$ cat src/rtl/ftr_pkg.sv
`timescale 1ns / 1ps
package ftr_pkg;

  // Bitmap geometry
  localparam int MaxSpan   = 256;
  localparam int WordW     = 32;
  localparam int Words     = MaxSpan / WordW;
  localparam int WordAddrW = $clog2(Words);
  localparam int BitW      = $clog2(WordW);
  localparam int OffW      = $clog2(MaxSpan);
  localparam int SpanW     = OffW + 1;

  // Most bits examined per scan cycle
  localparam int ChunkBits = 8;

  // Field widths
  localparam int CmdW      = 2;
  localparam int EntryW    = 16;
  localparam int TileW     = 10;
  localparam int RunLenW   = 9;
  localparam int PreferW   = 8;
  localparam int CfgIdxW   = 1;
  localparam int CfgDataW  = 10;
  localparam int BandSpanW = 9;

  localparam logic [TileW-1:0]     BandLowRst  = TileW'(256);
  localparam logic [BandSpanW-1:0] BandSpanRst = BandSpanW'(224);

  typedef enum logic [CmdW-1:0] {
    CmdClear = 2'd0,
    CmdMark  = 2'd1,
    CmdFind  = 2'd2
  } cmd_e;

  typedef enum logic [CfgIdxW-1:0] {
    CfgBandLow  = 1'd0,
    CfgBandSpan = 1'd1
  } cfg_reg_e;

  typedef struct packed {
    logic [RunLenW-1:0] run_len;
    logic [PreferW-1:0] prefer;
    logic [SpanW-1:0]   span;
  } scan_req_t;

  typedef struct packed {
    logic                valid;
    logic                found;
    logic [PreferW-1:0]  offset;
  } scan_res_t;

  typedef struct packed {
    logic                 re;
    logic [WordAddrW-1:0] addr;
  } rd_req_t;

endpackage

$ cat src/rtl/ftr_ram.sv
`timescale 1ns / 1ps
module ftr_ram #(
  parameter int Depth = 8,
  parameter int Width = 32
) (
  input  logic                     clk_i,
  input  logic                     we_i,
  input  logic [$clog2(Depth)-1:0] waddr_i,
  input  logic [Width-1:0]         wdata_i,
  input  logic                     re_i,
  input  logic [$clog2(Depth)-1:0] raddr_i,
  output logic [Width-1:0]         rdata_o
);

  logic [Width-1:0] mem [Depth];
  logic [Width-1:0] rdata_q;

  always_ff @(posedge clk_i) begin
    if (we_i) begin
      mem[waddr_i] <= wdata_i;
    end
    if (re_i) begin
      rdata_q <= mem[raddr_i];
    end
  end

  assign rdata_o = rdata_q;

endmodule

$ cat src/rtl/ftr_scan.sv
`timescale 1ns / 1ps
module ftr_scan import ftr_pkg::*; (
  input  logic             clk_i,
  input  logic             rst_ni,
  input  logic             start_i,
  input  scan_req_t        req_i,
  input  logic [WordW-1:0] word_i,
  output rd_req_t          rd_o,
  output scan_res_t        res_o,
  output logic             busy_o
);

  typedef enum logic [1:0] {StIdle, StRead, StScan, StFin} state_e;

  state_e           state_q;
  logic [SpanW-1:0] n_q, span_q, left_q, run_q;
  logic [OffW-1:0]  idx_q, hit_idx_q;
  logic             hit_q;
  scan_res_t        res_q;

  logic [SpanW-1:0] n_in, left_c, run_c, back_c, off_c;
  logic [OffW-1:0]  idx_c, hit_idx_c, pref_c;
  logic             go_c, hit_c, bad_c;

  assign n_in   = SpanW'(req_i.run_len);
  assign bad_c  = (n_in == '0) || (n_in > req_i.span);
  assign pref_c = (SpanW'(req_i.prefer) >= req_i.span) ? '0 : OffW'(req_i.prefer);

  // Walk up to one chunk of the current word; stop at a word boundary or wrap, on a hit, or when no tiles are left
  always_comb begin
    idx_c     = idx_q;
    left_c    = left_q;
    run_c     = run_q;
    hit_c     = 1'b0;
    hit_idx_c = hit_idx_q;
    go_c      = 1'b1;
    for (int k = 0; k < ChunkBits; k++) begin
      if (go_c && !hit_c && (left_c != '0)) begin
        if (word_i[idx_c[BitW-1:0]]) begin
          run_c = '0;
        end else begin
          run_c = run_c + SpanW'(1);
        end
        if (run_c == n_q) begin
          hit_c     = 1'b1;
          hit_idx_c = idx_c;
        end
        left_c = left_c - SpanW'(1);
        if (SpanW'(idx_c) + SpanW'(1) == span_q) begin
          idx_c = '0;
        end else begin
          idx_c = idx_c + OffW'(1);
        end
        go_c = (idx_c[BitW-1:0] != '0);
      end
    end
  end

  // Read the first word in StRead; then fetch the next word as soon as the chunk leaves the current one
  always_comb begin
    rd_o.re   = 1'b0;
    rd_o.addr = idx_q[OffW-1:BitW];
    if (state_q == StRead) begin
      rd_o.re = 1'b1;
    end else if (state_q == StScan && !hit_c && (left_c != '0) && !go_c) begin
      rd_o.re   = 1'b1;
      rd_o.addr = idx_c[OffW-1:BitW];
    end
  end

  // Step back from the last tile of the run, wrapping at the band end
  assign back_c = n_q - SpanW'(1);
  assign off_c  = (SpanW'(hit_idx_q) >= back_c) ? SpanW'(hit_idx_q) - back_c
                                                 : SpanW'(hit_idx_q) + span_q - back_c;

  always_ff @(posedge clk_i or negedge rst_ni) begin
    if (!rst_ni) begin
      state_q     <= StIdle;
      res_q.valid <= 1'b0;
      hit_q       <= 1'b0;
    end else begin
      res_q.valid <= 1'b0;
      unique case (state_q)
        StIdle: begin
          if (start_i) begin
            n_q     <= n_in;
            span_q  <= req_i.span;
            left_q  <= req_i.span;
            idx_q   <= pref_c;
            run_q   <= '0;
            hit_q   <= 1'b0;
            state_q <= bad_c ? StFin : StRead;
          end
        end
        StRead: begin
          state_q <= StScan;
        end
        StScan: begin
          idx_q     <= idx_c;
          left_q    <= left_c;
          run_q     <= run_c;
          hit_q     <= hit_c;
          hit_idx_q <= hit_idx_c;
          if (hit_c || (left_c == '0)) begin
            state_q <= StFin;
          end
        end
        StFin: begin
          res_q.valid  <= 1'b1;
          res_q.found  <= hit_q;
          res_q.offset <= hit_q ? PreferW'(off_c) : '0;
          state_q      <= StIdle;
        end
        default: state_q <= StIdle;
      endcase
    end
  end

  assign res_o  = res_q;
  assign busy_o = (state_q != StIdle);

endmodule

$ cat src/rtl/free_tile_run_finder.sv
`timescale 1ns / 1ps
// Clear and out-of-band mark do not raise busy; an in-band mark holds busy through
// the write-back of the read-modify-write of its bitmap word.
// Find: the scanner passes StRead, then StScan steps, each testing up to 8 bits of
// one word from the single bitmap read port, then StFin, after which done_o pulses.
// A rejected run length (zero or above span) skips to StFin. Results cannot be stalled.
// Reset empties the bitmap at once (per-word valid bits), band_low = 256, span = 224.
module free_tile_run_finder import ftr_pkg::*; (
  input  logic                 clk_i,
  input  logic                 rst_ni,
  input  logic                 start,
  output logic                 busy,
  input  logic [CmdW-1:0]      cmd_i,
  input  logic [EntryW-1:0]    map_entry_i,
  input  logic [RunLenW-1:0]   run_len_i,
  input  logic [PreferW-1:0]   prefer_i,
  output logic                 done_o,
  output logic                 found_o,
  output logic [PreferW-1:0]   start_offset_o,
  input  logic                 cfg_we_i,
  input  logic [CfgIdxW-1:0]   cfg_idx_i,
  input  logic [CfgDataW-1:0]  cfg_wdata_i
);

  logic [TileW-1:0]     band_low_q;
  logic [BandSpanW-1:0] band_span_q;
  logic [SpanW-1:0]     span_c;

  logic                 accept, scan_busy, scan_start;
  scan_req_t            scan_req;
  scan_res_t            scan_res;
  rd_req_t              scan_rd;

  logic [TileW-1:0]     tile, diff;
  logic                 in_band;

  logic                 mark_q;
  logic [WordAddrW-1:0] mark_addr_q;
  logic [BitW-1:0]      mark_bit_q;

  logic [Words-1:0]     valid_q;
  logic                 rd_valid_q;
  logic                 ram_re;
  logic [WordAddrW-1:0] ram_raddr;
  logic [WordW-1:0]     ram_rdata, word_c, wdata_c;

  // Configuration registers
  always_ff @(posedge clk_i or negedge rst_ni) begin
    if (!rst_ni) begin
      band_low_q  <= BandLowRst;
      band_span_q <= BandSpanRst;
    end else if (cfg_we_i) begin
      unique case (cfg_reg_e'(cfg_idx_i))
        CfgBandLow:  band_low_q  <= cfg_wdata_i[TileW-1:0];
        CfgBandSpan: band_span_q <= cfg_wdata_i[BandSpanW-1:0];
        default: ;
      endcase
    end
  end

  assign span_c = (SpanW'(band_span_q) > SpanW'(MaxSpan)) ? SpanW'(MaxSpan)
                                                          : SpanW'(band_span_q);

  assign accept = start && !busy;
  assign busy   = mark_q || scan_busy;

  // Mark decode
  assign tile    = map_entry_i[TileW-1:0];
  assign diff    = tile - band_low_q;
  assign in_band = (tile >= band_low_q) && (diff < TileW'(span_c));

  assign scan_start       = accept && (cmd_e'(cmd_i) == CmdFind);
  assign scan_req.run_len = run_len_i;
  assign scan_req.prefer  = prefer_i;
  assign scan_req.span    = span_c;

  ftr_scan u_scan (
    .clk_i  (clk_i),
    .rst_ni (rst_ni),
    .start_i(scan_start),
    .req_i  (scan_req),
    .word_i (word_c),
    .rd_o   (scan_rd),
    .res_o  (scan_res),
    .busy_o (scan_busy)
  );

  // Read port: scanner while it runs, otherwise the mark lookup
  always_comb begin
    if (scan_busy) begin
      ram_re    = scan_rd.re;
      ram_raddr = scan_rd.addr;
    end else begin
      ram_re    = accept && (cmd_e'(cmd_i) == CmdMark) && in_band;
      ram_raddr = diff[OffW-1:BitW];
    end
  end

  // Words never written since the last clear read as empty
  assign word_c  = ram_rdata & {WordW{rd_valid_q}};
  assign wdata_c = word_c | (WordW'(1) << mark_bit_q);

  ftr_ram #(
    .Depth(Words),
    .Width(WordW)
  ) u_ram (
    .clk_i  (clk_i),
    .we_i   (mark_q),
    .waddr_i(mark_addr_q),
    .wdata_i(wdata_c),
    .re_i   (ram_re),
    .raddr_i(ram_raddr),
    .rdata_o(ram_rdata)
  );

  always_ff @(posedge clk_i or negedge rst_ni) begin
    if (!rst_ni) begin
      mark_q     <= 1'b0;
      valid_q    <= '0;
      rd_valid_q <= 1'b0;
    end else begin
      mark_q <= ram_re && !scan_busy;
      if (ram_re) begin
        rd_valid_q <= valid_q[ram_raddr];
      end
      if (mark_q) begin
        valid_q[mark_addr_q] <= 1'b1;
      end
      if (accept && (cmd_e'(cmd_i) == CmdClear)) begin
        valid_q <= '0;
      end
    end
  end

  // Hold the mark target for the write-back cycle
  always_ff @(posedge clk_i) begin
    if (ram_re && !scan_busy) begin
      mark_addr_q <= diff[OffW-1:BitW];
      mark_bit_q  <= diff[BitW-1:0];
    end
  end

  assign done_o         = scan_res.valid;
  assign found_o        = scan_res.found;
  assign start_offset_o = scan_res.offset;

endmodule
$ cat config.mk
export PLATFORM = sky130hd
export DESIGN_NAME = free_tile_run_finder
export DESIGN_NICKNAME = d
export VERILOG_FILES = /design/src/rtl/ftr_pkg.sv /design/src/rtl/ftr_ram.sv /design/src/rtl/ftr_scan.sv /design/src/rtl/free_tile_run_finder.sv
export SDC_FILE = /design/constraint.sdc
export NUM_CORES = 1
export LEC_CHECK = 0
export BUFFER_PORTS_ARGS = -buffer_cell sky130_fd_sc_hd__clkbuf_2
export CAP_MARGIN = 20
export CORE_MARGIN = 1.5
export CORE_UTILIZATION = 25
export DETAILED_ROUTE_END_ITERATION = 12
export GPL_ROUTABILITY_DRIVEN = 0
export PLACE_DENSITY_LB_ADDON = 0.25
export SLEW_MARGIN = 20
export SYNTH_ARGS = -nofsm -noshare
export SYNTH_HDL_FRONTEND = slang
export SYNTH_SLANG_ARGS = --single-unit
$ cat constraint.sdc
create_clock -name clk_i -period 45.3 [get_ports clk_i]
set_clock_uncertainty 0.05 [all_clocks]
set_input_delay 4.53 -clock clk_i [delete_from_list [all_inputs] [get_ports clk_i]]
set_output_delay 4.53 -clock clk_i [all_outputs]
set_load 0.05 [all_outputs]
* Word-level counts from Yosys, hierarchy flattened
Memory sizes are Yosys's and may differ from the RTL's. A register that Yosys moved wholly into a read port is not among the register bits.
Index checks and enable logic that the tools add are counted.
W data, S select, Z words.
** Storage, ports and cells
- Register bits :: 102
- Memory bits (writable) :: 256
- Bits of input ports :: 50
- Output and inout port bits :: 11
- Word-level logic and storage cells :: 314
- Memories :: 1
** Memories
- u_ram.mem :: depth 8, bits a word 32, read ports 1, clocked after memory_dff 1, write ports 1, line ftr_ram.sv:15 : logic [Width-1:0] mem [Depth];
** Cells by class
- $add $sub $neg :: 37
- Magnitude comparators :: 17
- Equal/unequal tests :: 23
- Shift operators :: 1
- Mux-type cells :: 142
- Bitwise logic cells :: 4
- Reduce and logical (&&, ||, !) cells :: 71
** Operator list (number)
- $mux W8 :: 46
- $mux W9 :: 35
- $eq A9 B9 Y1 :: 16
- $reduce_bool A9 Y1 :: 9
- $sub A9 B1 Y9 const B :: 9
- $add A8 B1 Y9 const B :: 8
- $add A9 B1 Y9 const B :: 8
- $add A8 B1 Y8 const B :: 8
- $lt A5 B6 Y1 const B :: 8
- $bmux W1 S5 :: 8
- $reduce_bool A5 Y1 :: 8
- $mux W1 :: 39
- $pmux W9 S2 :: 2
- $and A32 B32 Y32 :: 1
- $or A32 B32 Y32 :: 1
- $shl A1 B5 Y32 const A :: 1
- $logic_and A1 B1 Y1 :: 25
- $ge A8 B9 Y1 :: 2
- $logic_not A9 Y1 :: 2
- $pmux W8 S2 :: 1
- $sub A8 B8 Y8 :: 2
- $reduce_and A2 Y1 :: 6
- $logic_not A1 Y1 :: 11
- $ge A10 B10 Y1 :: 1
- 24 further kinds :: 38

* Depth between registers and ports, before layout
- Depth in word-level cells :: 66
- Gate-level depth with buffers :: 103
- Mapped depth without buffers :: 82

* Hierarchy
From an unflattened synthesis, not the netlist that was laid out.
** Unflattened totals
- Cell total of the unflattened synthesis :: 3934
- Area total of the unflattened synthesis :: 35838.1 um^2
** By module, submodules not included
- ftr_scan :: instances 1, cells an instance 3184, area an instance 22039.9 um^2, seq. area each 1931.9 um^2
- ftr_ram :: instances 1, cells an instance 415, area an instance 10786.6 um^2, seq. area each 8648.3 um^2
- free_tile_run_finder :: instances 1, cells an instance 335, area an instance 3011.6 um^2, seq. area each 970.9 um^2

* Least setup slack after synthesis
OpenSTA, ideal clock, no wires.
- Path kind :: register -> register
- From :: register u_scan.left_q[0]
- To :: register rd_valid_q
- Arrival time :: 19.151 ns
- Data required time :: 45.118 ns
- Setup slack :: 25.967 ns
- Cell stages (with the launch flop) :: 92
- Clock period less this slack :: 19.333 ns
- Path through :: edfxtp_1 inv_1 ha_1 buf_2 or4b_1 buf_2 nor2_2 xnor2_1 nand2_1 inv_1 clkbuf_1 ha_1 clkbuf_1 nand2_1 mux2_2 or4_1 a22oi_1 mux2i_1 (+56 left out) a2111o_1 a21o_1 buf_6 a31oi_4 inv_2 ha_1 o211ai_1 nor3_2 or3_1 o311ai_1 o221ai_2 a21o_1 a21oi_1 and3_1 o21ai_0 o21ai_0 a21boi_0 a31oi_1
** On the way
- Elaborated cells on any way between the ends :: 180
- Classes of those cells :: 29 x add/sub; 14 x eq/ne; 95 x mux; 42 x reduce/logical
** RTL lines
- start: declaration :: line ftr_scan.sv:16 : logic [SpanW-1:0] n_q, span_q, left_q, run_q;
- start signal: assignment :: line ftr_scan.sv:88 : left_q <= req_i.span;
- start signal: assignment :: line ftr_scan.sv:100 : left_q <= left_c;
- parallel branches: the longest is 45 deep, another holds $add A8 B1 Y9
- $logic_and A1 B1 Y1 (*) :: line ftr_scan.sv:65 : end else if (state_q == StScan && !hit_c && (left_c != '0) && !go_c) begin
- $mux W4 (*) :: line ftr_scan.sv:65
- $mux W1 (*) :: line ftr_scan.sv:63 : if (state_q == StRead) begin
- $mux W1 (*) :: line free_tile_run_finder.sv:90 : if (scan_busy) begin
- net ram_re :: line free_tile_run_finder.sv:43 : logic ram_re;
- end signal: assignment :: line free_tile_run_finder.sv:124 : rd_valid_q <= valid_q[ram_raddr];
- end: declaration :: line free_tile_run_finder.sv:42 : logic rd_valid_q;
Mark *: on every way through the listed nets, which the timed path passes. The select of a mux whose other input is x is not followed.
A chain may end at the register's enable or synchronous reset.

* Worst setup path after layout
- From :: register u_scan.left_q[0]
- To :: register u_ram.rdata_q[0] (netlist: u_ram.rdata_o[0]) (read register of u_ram.mem), data pin
** On the way
- Cells in the longest elaborated chain, start to end :: 49
- Elaborated cells on any way between the ends :: 178
- Classes of those cells :: 29 x add/sub; 14 x eq/ne; 93 x mux; 42 x reduce/logical
** RTL lines
- parallel branches: the longest is 46 deep, another holds $add A8 B1 Y9
- $mux W4 (*) :: line ftr_scan.sv:65
- $mux W3 / $mux W1 (equally long branches) :: line ftr_scan.sv:63
- $mux W3 / $mux W1 (equally long branches) :: line free_tile_run_finder.sv:90
- end: declaration :: line ftr_ram.sv:16 : logic [Width-1:0] rdata_q;
Every way passes the cells marked *. The select of a mux whose other input is x is not followed.

==> metrics.md <==
| Metric | Value |
|---|---|
| Outcome | `complete, no violations` |
| Kind of critical path | `reg -> reg` |
| Worst-case clock buffer depth | `3` |
| Mapped Cells | `4014` |
| YS warnings | `0` |
| RSZ-0062 raised after global routing | `false` |
| Synthesized flop and latch total | `390` |
| GR peak layer | `met2` |
| Slew Limit Fails | `0` |
| Syn Nets | `4153` |
| Core area | `141800 um2` |
| CP peak stage delay | `0.82 ns` |
| DP Area | `37920 um2` |
| Resize count post-CTS | `0` |
| Filler cells | `15120` |
| Number of hold buffers added after CTS | `0` |
| Number of synthesized flops with an enable pin | `357` |
| Max Clk Rate | `35.37 MHz` |
| Max Fanout on Critical Path | `52` |
| Vias per cell | `5.641` |
| Clock tree sinks | `390` |
| TritonRoute pass-1 iters | `6` |
| Site row count | `138` |
| Clk slew on worst S/H paths | `0.06 ns` |
| Crit path top cell by count | `buf_4` |
| Net count, final | `4077` |
| Final Hold Vio Count | `0` |
| Die height | `381.1 um` |
| Slowest CP cell | `buf_4` |
| Async set-reset flop share out of synthesis | `8.462%` |
| Met2 usage | `29.48%` |
| Antenna-violating nets left | `0` |
| PortBufs | `54` |
| Number of global-route vias before repair | `31120` |
| 1st-iter DRT viols | `3693` |
| Wire per inst | `23.83 um` |
| Final Setup Violations | `0` |
| Global-route usage over all layers | `18.49%` |
| Num ports | `61` |
| Worst Path Arrival | `28.60 ns` |
| Crit. End Element | `flip-flop` |
| Worst Setup Start Kind | `flip-flop` |
| Fraction of layout cells with a size suffix above 1 | `11.28%` |
| Die area | `145200 um2` |
| R2R setup slack | `17.03 ns` |
| Worst-Skew Late Latency | `0.59 ns` |
| Max-slew headroom | `22.02%` |
| Post-Route WL | `139.7 mm` |
| CTS buffer count | `43` |
| Hold Path Class | `reg -> reg` |
| Gr ovfl total | `0` |
| DP HPWL | `104.3 mm` |
| Fin Setup TNS | `0 ns` |
| Initial core utilization | `25.21%` |
| Area delta synth->final | `10.12%` |
| Synth Cell Area | `35730 um2` |
| DRC Markers | `0` |
| Root Buffer | `clkbuf_16` |
| WP data required | `45.63 ns` |
| CTS tree | `yes` |
| Crit share post-route | `62.40%` |
| Post-CTS setup buffers | `0` |
| H-tree levels | `2` |
| Antenna violations before repair | `0` |
| Max-cap violations | `0` |
| M3 GR Usage | `2.178%` |
| Met1 Use GR | `25.48%` |
| Ys flop type | `edfxtp_1` |
| Vias | `33070` |
| Synth Area per Inst | `8.902 um2` |
| Worst Path Buf+Inv | `18` |
| Worst Tran Pin Value | `1.170 ns` |
| Post-synthesis sequential area ratio | `32.32%` |
| Final min period | `28.27 ns` |
| First-pass GRT wire length | `206.5 mm` |
| Largest net degree at the start of global routing | `71` |
| Die W | `381.1 um` |
| Leading cell types in the layout, fill and taps excluded | `edfxtp_1, nand2_1, nor2_1, a21oi_1, xnor2_1` |
| Number of distinct library cells after synthesis | `144` |
| Delay-heaviest family, CP | `compound AO/OA/AOI/OAI gates` |
| Design area | `39350 um2` |
| Commonest non-fill, non-tap cell in the layout | `edfxtp_1` |
[metrics by stage]
stage          util, %  setup slack, ns  hold WS, ns  std cells
6_report         27.76            17.03       0.4469       5863
5_1_grt          27.76            15.64       0.4625       5862
4_1_cts          27.75            17.79       0.4488       5862
3_5_place_dp     26.75            17.92       0.4355       5783
3_3_place_gp     26.75            17.93       0.4233       5783
2_1_floorplan        -            25.97       0.4106       4014
[flip-flops by register name, summed over array words and instances, names as in the netlist, 9 cells and up]
register,flops
band_low_q,10
u_scan.res_o,10
u_scan.left_q,9
u_ram.rdata_o,32
u_scan.span_q,9
u_ram.mem,256
u_scan.run_q,9
u_scan.n_q,9
band_span_q,9
[final timing paths]
kind / to / start / depth (start not counted)
worst max-delay path: u_ram.rdata_o[0] / u_scan.left_q[0] / 84
min in group asynchronous: u_scan.res_o[9] / rst_ni / 1
worst min register to register: valid_q[3] / valid_q[3] / 2
worst min-delay path: valid_q[3] / valid_q[3] / 2
worst max register to register: u_ram.rdata_o[0] / u_scan.left_q[0] / 84
max in group asynchronous: rd_valid_q / rst_ni / 1
[metal layers]
metal	share of wire (%)	vias up
li1	-	15260
met3	6.3	230
met1	45	16330
met4	4.0	0
met2	45	1254
met5	0	-
[cell type report]
type | instances | area [um2] | area share (%)
timing repair buffer | 146 | 960.9 | 2.442
tap | 1890 | 2365 | 6.010
clock inverter | 27 | 277.8 | 0.7059
inverter | 129 | 484.2 | 1.231
multi-input combinational | 3228 | 22570 | 57.35
clock buffer | 52 | 1140 | 2.897
antenna | 1 | 2.502 | 0.006359
sequential | 390 | 11550 | 29.36
[worst min-delay path, delay by kind of cell (launching register included)]
| family | cells | cell delay [ns] |
|---|---|---|
| flops | 1 | 0.34 |
| simple gates | 2 | 0.12 |
[synthesized netlist by cell type, drive strengths merged (28+ instances only)]
master | count | area [um2]
a21oi | 220 | 1142
and2 | 82 | 513.0
a211oi | 65 | 508.0
o21ai | 233 | 1192
edfxtp | 357 | 10720
nand2b | 42 | 262.8
a21o | 36 | 270.3
mux2 | 36 | 405.4
o31ai | 44 | 354.1
xor2 | 51 | 446.7
a221oi | 51 | 559.3
nand2 | 350 | 1316
a22o | 47 | 411.6
o21a | 31 | 232.7
a31oi | 65 | 457.9
dfrtp | 29 | 725.7
nor4 | 46 | 315.3
clkbuf | 127 | 478.0
o211ai | 72 | 550.5
inv | 124 | 465.5
nand3 | 135 | 715.7
and3 | 52 | 330.3
a22oi | 28 | 239.0
nand4 | 46 | 309.0
or2 | 43 | 269.0
nor3 | 124 | 645.6
or3 | 47 | 299.0
o22ai | 37 | 244.0
ha | 80 | 1001
mux2i | 187 | 1872
xnor2 | 199 | 1777
buf | 140 | 827.0
nor2 | 331 | 1260
[cells by family (layout without fill, tap and decap cells)]
kind of cell,count (synthesis),count (layout),share of synthesized area (%)
AOI/OAI and AO/OA,1232,1232,25.49
xor gates and xnor gates,260,260,6.859
adders and majority gates,89,89,3.305
buffers and inverters,396,354,5.007
DFF,390,390,32.32
muxes,230,230,6.814
other,0,1,0
and+or+nand+nor,1417,1417,20.20
Power is not shown: default switching activity piles up to over one toggle a cycle in this logic, so the estimate is an artifact.
